`src/rtl/sabc_pkg.sv`:
```
// ----------------------------------------------------------------------------
// sabc_pkg: shared definitions for the sprite blitter
// Types, defaults and register codes used across the blitter files.
// ----------------------------------------------------------------------------
package sabc_pkg;

   localparam int DEF_FRAME_WIDTH  = 64;
   localparam int DEF_FRAME_HEIGHT = 64;
   localparam int DEF_MAX_SPRITE   = 64;

   localparam int CH_W       = 8;
   localparam int COORD_W    = 6;
   localparam int SIZE_W     = 7;
   localparam int CSR_IDX_W  = 2;
   localparam int CSR_DATA_W = 8;

   localparam logic [CSR_IDX_W-1:0] CSR_ORIGIN_X    = 2'd0;
   localparam logic [CSR_IDX_W-1:0] CSR_ORIGIN_Y    = 2'd1;
   localparam logic [CSR_IDX_W-1:0] CSR_SPRITE_SIZE = 2'd2;

   localparam logic [SIZE_W-1:0] SIZE_RESET  = 7'd16;
   localparam logic [CH_W-1:0]   ALPHA_CLEAR = 8'd0;
   localparam logic [CH_W-1:0]   ALPHA_FULL  = 8'd255;

   typedef struct packed {
      logic [CH_W-1:0] red;
      logic [CH_W-1:0] green;
      logic [CH_W-1:0] blue;
   } pix_type;

   typedef struct packed {
      logic               hit;
      logic [COORD_W-1:0] x;
      logic [COORD_W-1:0] y;
   } pos_type;

endpackage

```
`src/rtl/sabc_cursor.sv`:
```
// ----------------------------------------------------------------------------
// sabc_cursor: sprite position, clipping and frame address
// Holds the origin and size registers and the row and column counters.
// ----------------------------------------------------------------------------
module sabc_cursor import sabc_pkg::*; #(
   parameter int FRAME_WIDTH  = DEF_FRAME_WIDTH,
   parameter int FRAME_HEIGHT = DEF_FRAME_HEIGHT,
   parameter int MAX_SPRITE   = DEF_MAX_SPRITE,
   parameter int AW           = $clog2(FRAME_WIDTH * FRAME_HEIGHT)
) (
   input  logic                  clock,
   input  logic                  reset,
   input  logic                  csr_wr_en,
   input  logic [CSR_IDX_W-1:0]  csr_index,
   input  logic [CSR_DATA_W-1:0] csr_wr_data,
   input  logic                  accept,
   input  logic                  start_sprite,
   input  logic [CH_W-1:0]       src_alpha,
   output pos_type               pos,
   output logic [AW-1:0]         addr
);

   localparam int CNT_W = $clog2(MAX_SPRITE);
   localparam int ZW    = (CNT_W + 1 > SIZE_W) ? CNT_W + 1 : SIZE_W;
   localparam int P0    = (CNT_W + 2 > 10) ? CNT_W + 2 : 10;
   localparam int P1    = ($clog2(FRAME_WIDTH) + 2 > P0) ? $clog2(FRAME_WIDTH) + 2 : P0;
   localparam int PW    = ($clog2(FRAME_HEIGHT) + 2 > P1) ? $clog2(FRAME_HEIGHT) + 2 : P1;

   logic signed [CH_W-1:0] origin_x_ff;
   logic signed [CH_W-1:0] origin_y_ff;
   logic [SIZE_W-1:0]      size_ff;
   logic [CNT_W-1:0]       col_ff, col_in;
   logic [CNT_W-1:0]       row_ff, row_in;
   logic [CNT_W-1:0]       col_cur, row_cur;
   logic [ZW-1:0]          size_ext, size_eff, col_inc, row_inc;
   logic signed [PW-1:0]   px, py;
   logic                   in_x, in_y;

   always_ff @(posedge clock) begin
      if (reset) begin
         origin_x_ff <= '0;
         origin_y_ff <= '0;
         size_ff     <= SIZE_RESET;
      end else if (csr_wr_en) begin
         unique case (csr_index)
            CSR_ORIGIN_X:    origin_x_ff <= csr_wr_data;
            CSR_ORIGIN_Y:    origin_y_ff <= csr_wr_data;
            CSR_SPRITE_SIZE: size_ff     <= csr_wr_data[SIZE_W-1:0];
            default: ;
         endcase
      end
   end

   assign size_ext = ZW'(size_ff);
   assign size_eff = (size_ext == '0) ? ZW'(1) :
                     (size_ext > ZW'(MAX_SPRITE)) ? ZW'(MAX_SPRITE) : size_ext;

   assign col_cur = start_sprite ? '0 : col_ff;
   assign row_cur = start_sprite ? '0 : row_ff;
   assign col_inc = ZW'(col_cur) + ZW'(1);
   assign row_inc = ZW'(row_cur) + ZW'(1);

   always_comb begin
      col_in = col_inc[CNT_W-1:0];
      row_in = row_cur;
      if (col_inc >= size_eff) begin
         col_in = '0;
         row_in = (row_inc >= size_eff) ? '0 : row_inc[CNT_W-1:0];
      end
   end

   always_ff @(posedge clock) begin
      if (reset) begin
         col_ff <= '0;
         row_ff <= '0;
      end else if (accept) begin
         col_ff <= col_in;
         row_ff <= row_in;
      end
   end

   assign px   = PW'(origin_x_ff) + $signed(PW'(col_cur));
   assign py   = PW'(origin_y_ff) + $signed(PW'(row_cur));
   assign in_x = !px[PW-1] && (px < $signed(PW'(FRAME_WIDTH)));
   assign in_y = !py[PW-1] && (py < $signed(PW'(FRAME_HEIGHT)));

   assign pos.hit = in_x && in_y && (src_alpha != ALPHA_CLEAR);
   assign pos.x   = px[COORD_W-1:0];
   assign pos.y   = py[COORD_W-1:0];
   assign addr    = AW'($unsigned(py)) * AW'(FRAME_WIDTH) + AW'($unsigned(px));

endmodule

```
`config.mk`:
```
export PLATFORM = sky130hd
export DESIGN_NAME = sabc_cursor
export DESIGN_NICKNAME = d
export VERILOG_FILES = /design/src/rtl/sabc_pkg.sv /design/src/rtl/sabc_cursor.sv
export SDC_FILE = /design/constraint.sdc
export NUM_CORES = 1
export LEC_CHECK = 0
export BUFFER_PORTS_ARGS = -buffer_cell sky130_fd_sc_hd__buf_2
export CAP_MARGIN = 40
export CORE_ASPECT_RATIO = 1.2
export CORE_UTILIZATION = 53
export DETAILED_ROUTE_END_ITERATION = 16
export PLACE_DENSITY = 0.76
export SYNTH_ARGS = -nofsm -noshare
export SYNTH_HDL_FRONTEND = slang
export SYNTH_SLANG_ARGS = --single-unit
```
`constraint.sdc`:
```
create_clock -name clock -period 5.4 [get_ports clock]
set_input_delay 0.27 -clock clock [delete_from_list [all_inputs] [get_ports clock]]
set_output_delay 0.27 -clock clock [all_outputs]
set_load 0.1 [all_outputs]
```
==> reports/results.ini <==
[cts]
cts_setup_buffers = 0
ctsLongestPathBuffers = 2
h-tree-depth = 2
cts_hold_buf = 0
clock-sinks = 35
clkLatencyLatePin_ns = 0.29
cts-root-buf = clkbuf_8
cts_tree = yes
cts_resized = 0
clk_pin_slew_worst_paths_ns = 0.07
cts-buffers-inserted = 5

[run_status]
status = finished clean

[global_routing]
grt_pass1_wl_um = 11300
grt_pass1_vias = 2494
antenna_found_initial = 0
grt.overflow.total = 0
grt_max_degree = 35
grt_usage = 0.243

[worst_hold_path]
hold_path_class = primary input to flop
hp-start = csr_wr_data[4]

[logic_synthesis]
yosys-top-cells-area = dfxtp_1 (24%), ha_1 (12%), mux2i_1 (7.5%)
synth_warnings = 0
yosysTopAreaCell = dfxtp_1
syn_avg_cell_area_um2 = 8.20
yosysSeqAreaShare = 0.239
ys_types = 61
ys.flop_type = dfxtp_1
ys_ff_latch = 35
synthCells = 358
synth_top_area_frac = 0.239
netlist_area_um2 = 2940
synthArstFlopShare = 0
synth-edff-count = 0
syn_nets = 410

[sta]
hold_viol = 0
clock_skew_ns = 0.00785
fmaxAchievable_mhz = 243
period_share = 0.761
fin_crit_ns = 4.11
tns_ns = 0
timing.hold.ws_ns = 0.234
drv_slew = 0
slew_headroom = 0.586
worst_slew_pin_slew_ns = 0.621
finalSetupViolCount = 0
grt_setup_unrepaired = no

[critical_path]
crit_family = adder cells
critPathKind = flop to output port
reg2reg_from = col_ff[2]$_SDFFE_PP0P_
crit_start = col_ff[0]$_SDFFE_PP0P_
worstSetupStartpointType = flop
crit_path_max_incr_delay_ns = 0.44
end_kind = output port
cp_data_arrival_time_ns = 3.84
cp_max_fo = 9
cp_num_buf_inv = 2
cpMostUsedCell = ha_1
crit_path_top_delay_cell = dfxtp_1
crit_chain = nand2b_1 > inv_1 > ha_1 > ha_1 > o22ai_2 > a221oi_4 > xor2_1 > ha_1 > fa_1 > a21o_1 > maj3_2 > xor2_1 > buf_2
worstPathRequired_ns = 5.13

[cells_and_area]
num_antenna_cells = 0
nets = 442
final_cell_mix = nor2_1 (53), buf_2 (47), dfxtp_1 (35), ha_1 (28), nand2_1 (23)
fin_util = 0.611
syn_to_final_growth_pct = 10.2
final_common_cell = nor2_1
finalNonFillerCells = 453
final_layout_size_suffix_gt1_frac = 0.182

[placement]
dpl.cell_count = 445
port_buffers = 47
dp_hpwl_um = 5140
gp_congestion = 0.875

[die]
coreArea_um2 = 5300
die_y_um = 83.5
rows = 29
io_pins = 48
initial_utilization = 0.554
dieArea_um2 = 5840
die_w_um = 69.9

[pwr]
finalPower_uw = 722
power_density_nw_per_um2 = 223
ir_worst_vdd_mv = 0.102
p_leak_nw = 1.53

[drt]
drt-vias-per-instance = 5.89
wl_per_cell_um = 15.0
first_pass_iters = 4
wl_um = 6790
drc = 0
final_antenna_net_count = 0
vias = 2667
drtIter0Drc = 170

[flow_run]
max_cap_violations = 0

-- cell type report --
type / instances / area, µm²
multi-input cells: 290 / 2080
fillers: 488 / 2060
flip-flops and latches: 35 / 701
repair buffers: 48 / 243
clock buffers: 8 / 100
well taps: 62 / 77.6
inverters: 10 / 37.5
-- path summary, 6_finish.rpt --
check                           endpoint  slack, ns  depth (start not counted)
max                             addr[10]       1.29                         13
min          origin_x_ff[4]$_SDFFE_PP0P_       0.23                          3
max reg2reg       col_ff[3]$_SDFFE_PP0P_       2.35                         10
min reg2reg       col_ff[4]$_SDFFE_PP0P_       0.49                          1
-- where the power goes --
part / switching [mW] / internal [mW] / leakage, nW / total [mW]
Clock: 0.101 / 0.117 / 0.0515 / 0.217
Combinational: 0.172 / 0.0539 / 1.20 / 0.226
Sequential: 0.0115 / 0.267 / 0.285 / 0.279
Total: 0.285 / 0.438 / 1.53 / 0.722
-- logic make-up (layout without fill, tap and decap cells) --
family / after synthesis / count (layout) / synth area share
AO/OA/AOI/OAI: 84 / 84 / 0.210
XOR/XNOR: 22 / 22 / 0.0682
adder cells (fa/ha/maj): 30 / 30 / 0.130
buffers and inverters: 33 / 66 / 0.0563
flip-flops: 35 / 35 / 0.239
multiplexers: 22 / 22 / 0.0750
AND/OR/NAND/NOR: 132 / 132 / 0.222
-- state kept, by name, indices dropped and copies added (netlist names) --
signal,flops
origin_x_ff,8
origin_y_ff,8
size_ext,7
col_ff,6
row_ff,6
-- worst reg2reg max path: cells and delay by family (launching register included) --
family / cells / cell delay (ns)
AOI/OAI and AO/OA: 4 / 0.83
xor gates and xnor gates: 1 / 0.15
adders and majority gates: 1 / 0.25
DFF: 1 / 0.63
and+or+nand+nor: 4 / 1.14
-- per-stage QoR --
step	setup slack (ns)	cell area (µm²)
after floorplan	0.419	2940
after global placement	1.41	3140
after detailed placement	1.31	3140
after CTS	1.28	3240
after global routing	0.985	3240
final	1.29	3240
-- per-layer routing --
metal  global-route usage  part of all wire  wire length [µm]  vias up
met3               0.0495             0.040               271        8
met5                    0                 0                 0        -
li1                     -                 -                 -     1352
met1                0.292              0.46              3100     1238
met2                0.430              0.49              3340       69
met4               0.0764             0.013                86        0
-- synth_stat cells (all sizes together), types with 2 or more instances --
cell    count
clkbuf      9
mux2i      22
or3         2
nand3      13
a22o        7
xnor2      11
nor3b       3
and3        2
o211ai      5
nor2b      10
nand4       2
o21a        4
a21oi      21
nand2b      7
a311oi      5
nand2      23
nor2       53
xor2       11
a21o        8
nor3        3
a31oi       3
or2         2
nand4b      3
o22ai       3
dfxtp      35
ha         28
a221oi      3
nand3b      3
o221ai      2
a41oi       2
or4         2
buf        14
inv        10
and2b       2
o21ai      12
a211oi      2
Power figures use the tool's default switching activity.
