===== src/rtl/sabc_pkg.sv =====
// ----------------------------------------------------------------------------
// sabc_pkg: shared definitions for the sprite blitter
// Types, defaults and register codes used across the blitter files.
// ----------------------------------------------------------------------------
package sabc_pkg;

   localparam int DEF_FRAME_WIDTH  = 64;
   localparam int DEF_FRAME_HEIGHT = 64;
   localparam int DEF_MAX_SPRITE   = 64;

   localparam int CH_W       = 8;
   localparam int COORD_W    = 6;
   localparam int SIZE_W     = 7;
   localparam int CSR_IDX_W  = 2;
   localparam int CSR_DATA_W = 8;

   localparam logic [CSR_IDX_W-1:0] CSR_ORIGIN_X    = 2'd0;
   localparam logic [CSR_IDX_W-1:0] CSR_ORIGIN_Y    = 2'd1;
   localparam logic [CSR_IDX_W-1:0] CSR_SPRITE_SIZE = 2'd2;

   localparam logic [SIZE_W-1:0] SIZE_RESET  = 7'd16;
   localparam logic [CH_W-1:0]   ALPHA_CLEAR = 8'd0;
   localparam logic [CH_W-1:0]   ALPHA_FULL  = 8'd255;

   typedef struct packed {
      logic [CH_W-1:0] red;
      logic [CH_W-1:0] green;
      logic [CH_W-1:0] blue;
   } pix_type;

   typedef struct packed {
      logic               hit;
      logic [COORD_W-1:0] x;
      logic [COORD_W-1:0] y;
   } pos_type;

endpackage


===== src/rtl/sabc_if.sv =====


interface sabc_rsp_if import sabc_pkg::*; ();
   logic               valid;
   logic               ready;
   logic [COORD_W-1:0] write_x;
   logic [COORD_W-1:0] write_y;
   logic [CH_W-1:0]    out_red;
   logic [CH_W-1:0]    out_green;
   logic [CH_W-1:0]    out_blue;

   modport source (output valid, write_x, write_y, out_red, out_green, out_blue,
                   input ready);
   modport sink (input valid, write_x, write_y, out_red, out_green, out_blue,
                 output ready);
endinterface


===== src/rtl/sabc_blend_pipe.sv =====
// ----------------------------------------------------------------------------
// sabc_blend_pipe: blend pipeline and result register
// Forwards pending writes, blends per channel and writes the frame back.
// ----------------------------------------------------------------------------
module sabc_blend_pipe import sabc_pkg::*; #(
   parameter int AW = $clog2(DEF_FRAME_WIDTH * DEF_FRAME_HEIGHT)
) (
   input  logic            clock,
   input  logic            reset,
   input  logic            accept,
   input  pos_type         pos,
   input  logic [AW-1:0]   addr,
   input  pix_type         src,
   input  logic [CH_W-1:0] alpha,
   input  pix_type         rd_data,
   output logic            advance,
   output logic            wr_en,
   output logic [AW-1:0]   wr_addr,
   output pix_type         wr_data,
   sabc_rsp_if.source      rsp
);

   localparam int PRD_W = 2 * CH_W;

   // stage 1: read data back, forward, multiply
   logic               s1_valid_ff;
   logic [AW-1:0]      s1_addr_ff;
   pix_type            s1_src_ff;
   logic [CH_W-1:0]    s1_alpha_ff;
   logic [COORD_W-1:0] s1_x_ff, s1_y_ff;

   // stage 2: sum and divide, write back
   logic                  s2_valid_ff;
   logic [AW-1:0]         s2_addr_ff;
   logic [COORD_W-1:0]    s2_x_ff, s2_y_ff;
   logic [2:0][PRD_W-1:0] s2_src_prod_ff, s2_dst_prod_ff;

   // last write, still unseen by a read issued on the same edge
   logic          s3_valid_ff;
   logic [AW-1:0] s3_addr_ff;
   pix_type       s3_data_ff;

   logic               out_valid_ff;
   logic [COORD_W-1:0] out_x_ff, out_y_ff;
   pix_type            out_pix_ff;

   pix_type                dst;
   logic [2:0][CH_W-1:0]   src_ch, dst_ch, res_ch;
   logic [CH_W-1:0]        inv_alpha;
   logic [2:0][PRD_W-1:0]  src_prod, dst_prod;
   logic [2:0][PRD_W-1:0]  sum;
   logic [2:0][PRD_W:0]    quot;
   pix_type                s2_result;

   assign advance = !s2_valid_ff || !out_valid_ff || rsp.ready;
   assign wr_en   = advance && s2_valid_ff;
   assign wr_addr = s2_addr_ff;
   assign wr_data = s2_result;

   always_ff @(posedge clock) begin
      if (reset) begin
         s1_valid_ff <= 1'b0;
         s2_valid_ff <= 1'b0;
         s3_valid_ff <= 1'b0;
      end else if (advance) begin
         s1_valid_ff <= accept && pos.hit;
         s2_valid_ff <= s1_valid_ff;
         s3_valid_ff <= s2_valid_ff;
      end
   end

   always_ff @(posedge clock) begin
      if (advance) begin
         s1_addr_ff     <= addr;
         s1_src_ff      <= src;
         s1_alpha_ff    <= alpha;
         s1_x_ff        <= pos.x;
         s1_y_ff        <= pos.y;
         s2_addr_ff     <= s1_addr_ff;
         s2_x_ff        <= s1_x_ff;
         s2_y_ff        <= s1_y_ff;
         s2_src_prod_ff <= src_prod;
         s2_dst_prod_ff <= dst_prod;
         s3_addr_ff     <= s2_addr_ff;
         s3_data_ff     <= s2_result;
      end
   end

   always_comb begin
      if (s2_valid_ff && (s2_addr_ff == s1_addr_ff)) begin
         dst = s2_result;
      end else if (s3_valid_ff && (s3_addr_ff == s1_addr_ff)) begin
         dst = s3_data_ff;
      end else begin
         dst = rd_data;
      end
   end

   assign src_ch    = s1_src_ff;
   assign dst_ch    = dst;
   assign inv_alpha = ALPHA_FULL - s1_alpha_ff;

   always_comb begin
      for (int c = 0; c < 3; c++) begin
         src_prod[c] = PRD_W'(src_ch[c]) * PRD_W'(s1_alpha_ff);
         dst_prod[c] = PRD_W'(dst_ch[c]) * PRD_W'(inv_alpha);
      end
   end

   // divide by 255 as (x + 1 + x/256) / 256, exact over the blend range
   always_comb begin
      for (int c = 0; c < 3; c++) begin
         sum[c]    = s2_src_prod_ff[c] + s2_dst_prod_ff[c];
         quot[c]   = (PRD_W + 1)'(sum[c]) + (PRD_W + 1)'(1) + (PRD_W + 1)'(sum[c] >> CH_W);
         res_ch[c] = quot[c][PRD_W-1:CH_W];
      end
   end

   assign s2_result = res_ch;

   always_ff @(posedge clock) begin
      if (reset) begin
         out_valid_ff <= 1'b0;
      end else if (wr_en) begin
         out_valid_ff <= 1'b1;
      end else if (rsp.ready) begin
         out_valid_ff <= 1'b0;
      end
   end

   always_ff @(posedge clock) begin
      if (wr_en) begin
         out_x_ff   <= s2_x_ff;
         out_y_ff   <= s2_y_ff;
         out_pix_ff <= s2_result;
      end
   end

   assign rsp.valid     = out_valid_ff;
   assign rsp.write_x   = out_x_ff;
   assign rsp.write_y   = out_y_ff;
   assign rsp.out_red   = out_pix_ff.red;
   assign rsp.out_green = out_pix_ff.green;
   assign rsp.out_blue  = out_pix_ff.blue;

   a_write_reaches_output: assert property (
      @(posedge clock) disable iff (reset) wr_en |=> out_valid_ff)
      else $error("written pixel missing from result register");

   a_stalled_stage_holds: assert property (
      @(posedge clock) disable iff (reset)
      (s1_valid_ff && !advance) |=> (s1_valid_ff && $stable(s1_addr_ff)))
      else $error("stage 1 item lost during stall");

endmodule

===== src/flat_wrapper.sv =====
// flat-port wrapper written by rule: the top's interface ports become plain ports
module sabc_blend_pipe_flat import sabc_pkg::*;
#(
   parameter int AW = $clog2(DEF_FRAME_WIDTH * DEF_FRAME_HEIGHT)
)
  (clock, reset, accept, pos, addr, src, alpha, rd_data, advance, wr_en, wr_addr, wr_data, rsp_valid, rsp_write_x, rsp_write_y, rsp_out_red, rsp_out_green, rsp_out_blue, rsp_ready);
  sabc_rsp_if rsp_i ();
  input  logic clock;
  input  logic reset;
  input  logic accept;
  input  pos_type pos;
  input  logic [AW-1:0] addr;
  input  pix_type src;
  input  logic [CH_W-1:0] alpha;
  input  pix_type rd_data;
  output logic advance;
  output logic wr_en;
  output logic [AW-1:0] wr_addr;
  output pix_type wr_data;
  output wire logic [$bits(rsp_i.valid)-1:0] rsp_valid;
  output wire logic [$bits(rsp_i.write_x)-1:0] rsp_write_x;
  output wire logic [$bits(rsp_i.write_y)-1:0] rsp_write_y;
  output wire logic [$bits(rsp_i.out_red)-1:0] rsp_out_red;
  output wire logic [$bits(rsp_i.out_green)-1:0] rsp_out_green;
  output wire logic [$bits(rsp_i.out_blue)-1:0] rsp_out_blue;
  input wire logic [$bits(rsp_i.ready)-1:0] rsp_ready;
  assign rsp_valid = rsp_i.valid;
  assign rsp_write_x = rsp_i.write_x;
  assign rsp_write_y = rsp_i.write_y;
  assign rsp_out_red = rsp_i.out_red;
  assign rsp_out_green = rsp_i.out_green;
  assign rsp_out_blue = rsp_i.out_blue;
  assign rsp_i.ready = rsp_ready;
  sabc_blend_pipe #(.AW(AW)) u_core (.clock(clock), .reset(reset), .accept(accept), .pos(pos), .addr(addr), .src(src), .alpha(alpha), .rd_data(rd_data), .advance(advance), .wr_en(wr_en), .wr_addr(wr_addr), .wr_data(wr_data), .rsp(rsp_i));
endmodule

===== config.mk =====
export PLATFORM = sky130hd
export DESIGN_NAME = sabc_blend_pipe_flat
export DESIGN_NICKNAME = d
export VERILOG_FILES = /design/src/rtl/sabc_pkg.sv /design/src/rtl/sabc_if.sv /design/src/rtl/sabc_blend_pipe.sv /design/src/flat_wrapper.sv
export SDC_FILE = /design/constraint.sdc
export NUM_CORES = 1
export LEC_CHECK = 0
export ABC_CLOCK_PERIOD_IN_PS = 9550
export BUFFER_PORTS_ARGS = -buffer_cell sky130_fd_sc_hd__buf_2
export CAP_MARGIN = 20
export CORE_MARGIN = 5
export CORE_UTILIZATION = 60
export CTS_BUF_LIST = sky130_fd_sc_hd__clkbuf_2 sky130_fd_sc_hd__clkbuf_4 sky130_fd_sc_hd__clkbuf_8
export CTS_CLUSTER_DIAMETER = 50
export DETAILED_ROUTE_END_ITERATION = 16
export PLACE_DENSITY = 0.84
export SYNTH_ARGS = -nofsm -noshare
export SYNTH_HDL_FRONTEND = slang
export SYNTH_SLANG_ARGS = --single-unit

===== constraint.sdc =====
create_clock -name clock -period 9.55 [get_ports clock]
set_clock_uncertainty 0.2 [all_clocks]
set_input_delay 0.4775 -clock clock [delete_from_list [all_inputs] [get_ports clock]]
set_output_delay 0.4775 -clock clock [all_outputs]
set_load 0.05 [all_outputs]

==> impl_metrics.env <==
export IMPL_cp_required_ns=9.71
export IMPL_drv_slew=0
export IMPL_yosys_top_cells_area="edfxtp_1 29%, fa_1 17%, ha_1 13%, inv_1 5.5%, xnor2_1 3.3%"
export IMPL_achievable_frequency_mhz=110
export IMPL_use_met1_pct=37.3
export IMPL_start_util_pct=60.4
export IMPL_hold_path_depth=4
export IMPL_grt_pass1_wl_um=108000
export IMPL_synth_seq_area_share_pct=29.8
export IMPL_core_rowCount=75
export IMPL_max_cap_violations=0
export IMPL_use_met3_pct=5.21
export IMPL_route_detailed_drc=0
export IMPL_all_layer_gr_usage_pct=28.6
export IMPL_top_cell_type_s_share_of_synthesized_area_pct=29.5
export IMPL_worst_hold_path_type="input port to flip-flop"
export IMPL_synth_cells=2542
export IMPL_fin_ws_ns=0.419
export IMPL_rsz_0062_raised_after_global_routing="false"
export IMPL_netlist_area_um2=25300
export IMPL_busiest_layer="met2"
export IMPL_via_count=20400
export IMPL_async_set_reset_flop_share_out_of_synthesis_pct=0
export IMPL_run_status="finished, final reports clean"
export IMPL_insertion_delay_of_the_later_clocked_pin_in_the_worst_skew_pair_ns=0.63
export IMPL_synth_top_cell_by_area="edfxtp_1"
export IMPL_detailed_place_hpwl_um=48900
export IMPL_arrival_ns=9.29
export IMPL_tritoncts="built"
export IMPL_dieWidth_um=215
export IMPL_fin_tns_setup_ns=0
export IMPL_grt_remaining_overflow=0
export IMPL_die_height_um=215
export IMPL_finalCriticalPeriod_ns=9.13
export IMPL_met2_usage_pct=47.6
export IMPL_drt_first_pass_iters=6
export IMPL_drt_first_iter_violations=1520
export IMPL_yosys_cell_types_count=78
export IMPL_synth_ff_latch_count=252
export IMPL_avgSynthCellArea_um2=9.95
export IMPL_finalSetupViolations=0
export IMPL_r2r_worst_path_depth=26
export IMPL_ys_warn_count=0
export IMPL_io_buffers=159
export IMPL_design_die_area_um2=46300
export IMPL_worst_path_max_fanout=14
export IMPL_vias_in_the_first_global_route=21200
export IMPL_wirelength_um=66900
export IMPL_grt_max_degree=81
export IMPL_timing_worst_slew_pin_value_ns=1.09
export IMPL_path_class="flip-flop to flip-flop"
export IMPL_post_synth_most_frequent_cells="370 x inv_1, 272 x ha_1, 248 x edfxtp_1"
export IMPL_synth_enable_flop_cells=248
export IMPL_clock_tree_htree_level_count=2
export IMPL_final_core_util_pct=67.8
export IMPL_placeableCoreArea_um2=41900
export IMPL_instances_no_fill=3326
export IMPL_clk_sinks=252
export IMPL_antenna_violating_nets_post_route=0
export IMPL_ctsLongestPathBuffers=3
export IMPL_initial_antenna_violation_count=2
export IMPL_design_portCount=160
export IMPL_yosys_cell_count_top_type="inv_1"
export IMPL_critical_path_endpoint_type="flip-flop"
export IMPL_drive_gt1_share_pct=12.2
export IMPL_synth_net_count=3118
export IMPL_number_of_nets_in_the_layout=3328
export IMPL_cp_start_kind="flip-flop"
export IMPL_clock_slew_at_the_register_clock_pins_of_the_worst_setup_and_hold_paths_ns=0.07
export IMPL_final_period_utilization_pct=95.6
export IMPL_route_detailed_vias_per_inst=6.12
export IMPL_dp_worst_setup_slack_ns=0.365
export IMPL_cts_root_buffer="clkbuf_8"
export IMPL_area_growth_synth_to_final_pct=12.3
export IMPL_cts_made_buffers=45
export IMPL_final_hold_viol_count=0
export IMPL_gp_routability_congestion=0.917
export IMPL_yosys_most_used_dff="edfxtp_1"
export IMPL_max_slew_margin_pct=27.4
export IMPL_dp_cells=3180
export IMPL_route_detailed_wl_per_inst_um=20.1
state kept, by name, indices dropped and copies added (netlist names), 6 cells and up:
signal and count:
u_core.s2_dst_prod_ff 48, u_core.s2_src_prod_ff 48, u_core.s1_src_ff 24, u_core.s3_data_ff 24, u_core.s1_addr_ff 12, u_core.s3_addr_ff 12, u_core.wr_addr 12, u_core.rsp.out_blue 8
u_core.rsp.out_green 8, u_core.rsp.out_red 8, u_core.s1_alpha_ff 8, u_core.rsp.write_x 6, u_core.rsp.write_y 6, u_core.s1_x_ff 6, u_core.s1_y_ff 6, u_core.s2_x_ff 6
u_core.s2_y_ff 6
layer usage:
metal / wire length [µm] / part of all wire, %
met1: 26800 / 40
met2: 31900 / 48
met4: 2910 / 4.3
met3: 5300 / 7.9
met5: 0 / 0
area by class of cell:
type	count	area [µm²]
diodes	1	2.50
multi-input cells	1814	16100
well taps	539	674
clock buffers	58	723
clock inverters	23	259
flip-flops and latches	252	7530
inverters	370	1390
fillers	3099	13500
repair buffers	269	1760
kinds of logic (layout without fill, tap and decap cells):
kind of cell             count (synthesis)  after routing  synth area share (%)
AND/OR/NAND/NOR                        693            693                  13.5
adder cells (fa/ha/maj)                494            494                  30.9
buffers and inverters                  476            720                  7.11
AO/OA/AOI/OAI                          474            474                  13.2
flip-flops                             252            252                  29.8
XOR/XNOR                               133            133                  4.75
multiplexers                            20             20                 0.836
other                                    0              1                     0
critical path: stages (launching register included):
cell,delay [ns]
edfxtp_1,0.38
ha_1,0.38
a21oi_1,0.19
o21ai_2,0.13
or4_1,0.51
a31o_2,0.25
a31o_2,0.24
a21oi_1,0.25
xnor2_2,0.23
ha_1,0.38
nand2_1,0.08
or4_4,0.52
a21o_2,0.30
or4_1,0.70
a311o_1,0.44
fa_1,0.53
fa_1,0.57
fa_1,0.42
fa_1,0.49
inv_1,0.05
ha_1,0.30
inv_1,0.08
o21bai_1,0.08
a21oi_1,0.35
o21ai_0,0.21
o41ai_1,0.46
xnor2_1,0.14
through the flow:
stage               cell area (µm²)  hold WS (ns)
finish                        28400        0.0603
global route                  28400        0.0678
CTS                           28300        0.0174
detailed placement            26700         0.205
global placement              26700         0.203
floorplan                     25300         0.200
worst paths after layout:
kind / end / start / slack (ns)
worst max register to register: u_core.s2_dst_prod_ff[14]$_DFFE_PN_ / u_core.s2_dst_prod_ff[8]$_DFFE_PN_ / 0.42
worst max-delay path: u_core.s2_dst_prod_ff[14]$_DFFE_PN_ / u_core.s2_dst_prod_ff[8]$_DFFE_PN_ / 0.42
worst min register to register: u_core.rsp.write_x[2]$_DFFE_PP_ / u_core.s2_x_ff[2]$_DFFE_PN_ / 0.21
worst min-delay path: u_core.rsp.valid$_SDFFE_PP0P_ / rsp_ready / 0.06
cell usage in the layout (no fill, tap or decap), types with 18 or more instances in the layout:
cell type / count
buf_4: 47
dlygate4sd3_1: 59
a21oi_1: 90
a211oi_1: 46
nor2_1: 162
fa_1: 219
inv_1: 370
clkbuf_8: 46
nand2b_1: 27
nor2b_1: 25
nor3_1: 46
nand2_1: 185
xor2_1: 34
or2_2: 18
ha_1: 272
nand3_1: 33
nor4_1: 21
o21ai_0: 69
a311oi_1: 26
nand4_1: 20
edfxtp_1: 248
xnor2_1: 93
o211ai_1: 21
and2_1: 109
a21o_1: 27
buf_2: 163
timing repair:
| action | 4_1_cts | 5_1_grt |
|---|---|---|
| setup endpoints to repair | 0 | 8 |
| hold endpoints to repair | 60 | 0 |
| buffers inserted | 0 | 1 |
| resized for setup | 0 | 12 |
| hold buffers | 59 | 0 |
Power is left out: the tool's default activity adds up to more than one toggle a clock period on the data nets, which glitch-free logic cannot reach.
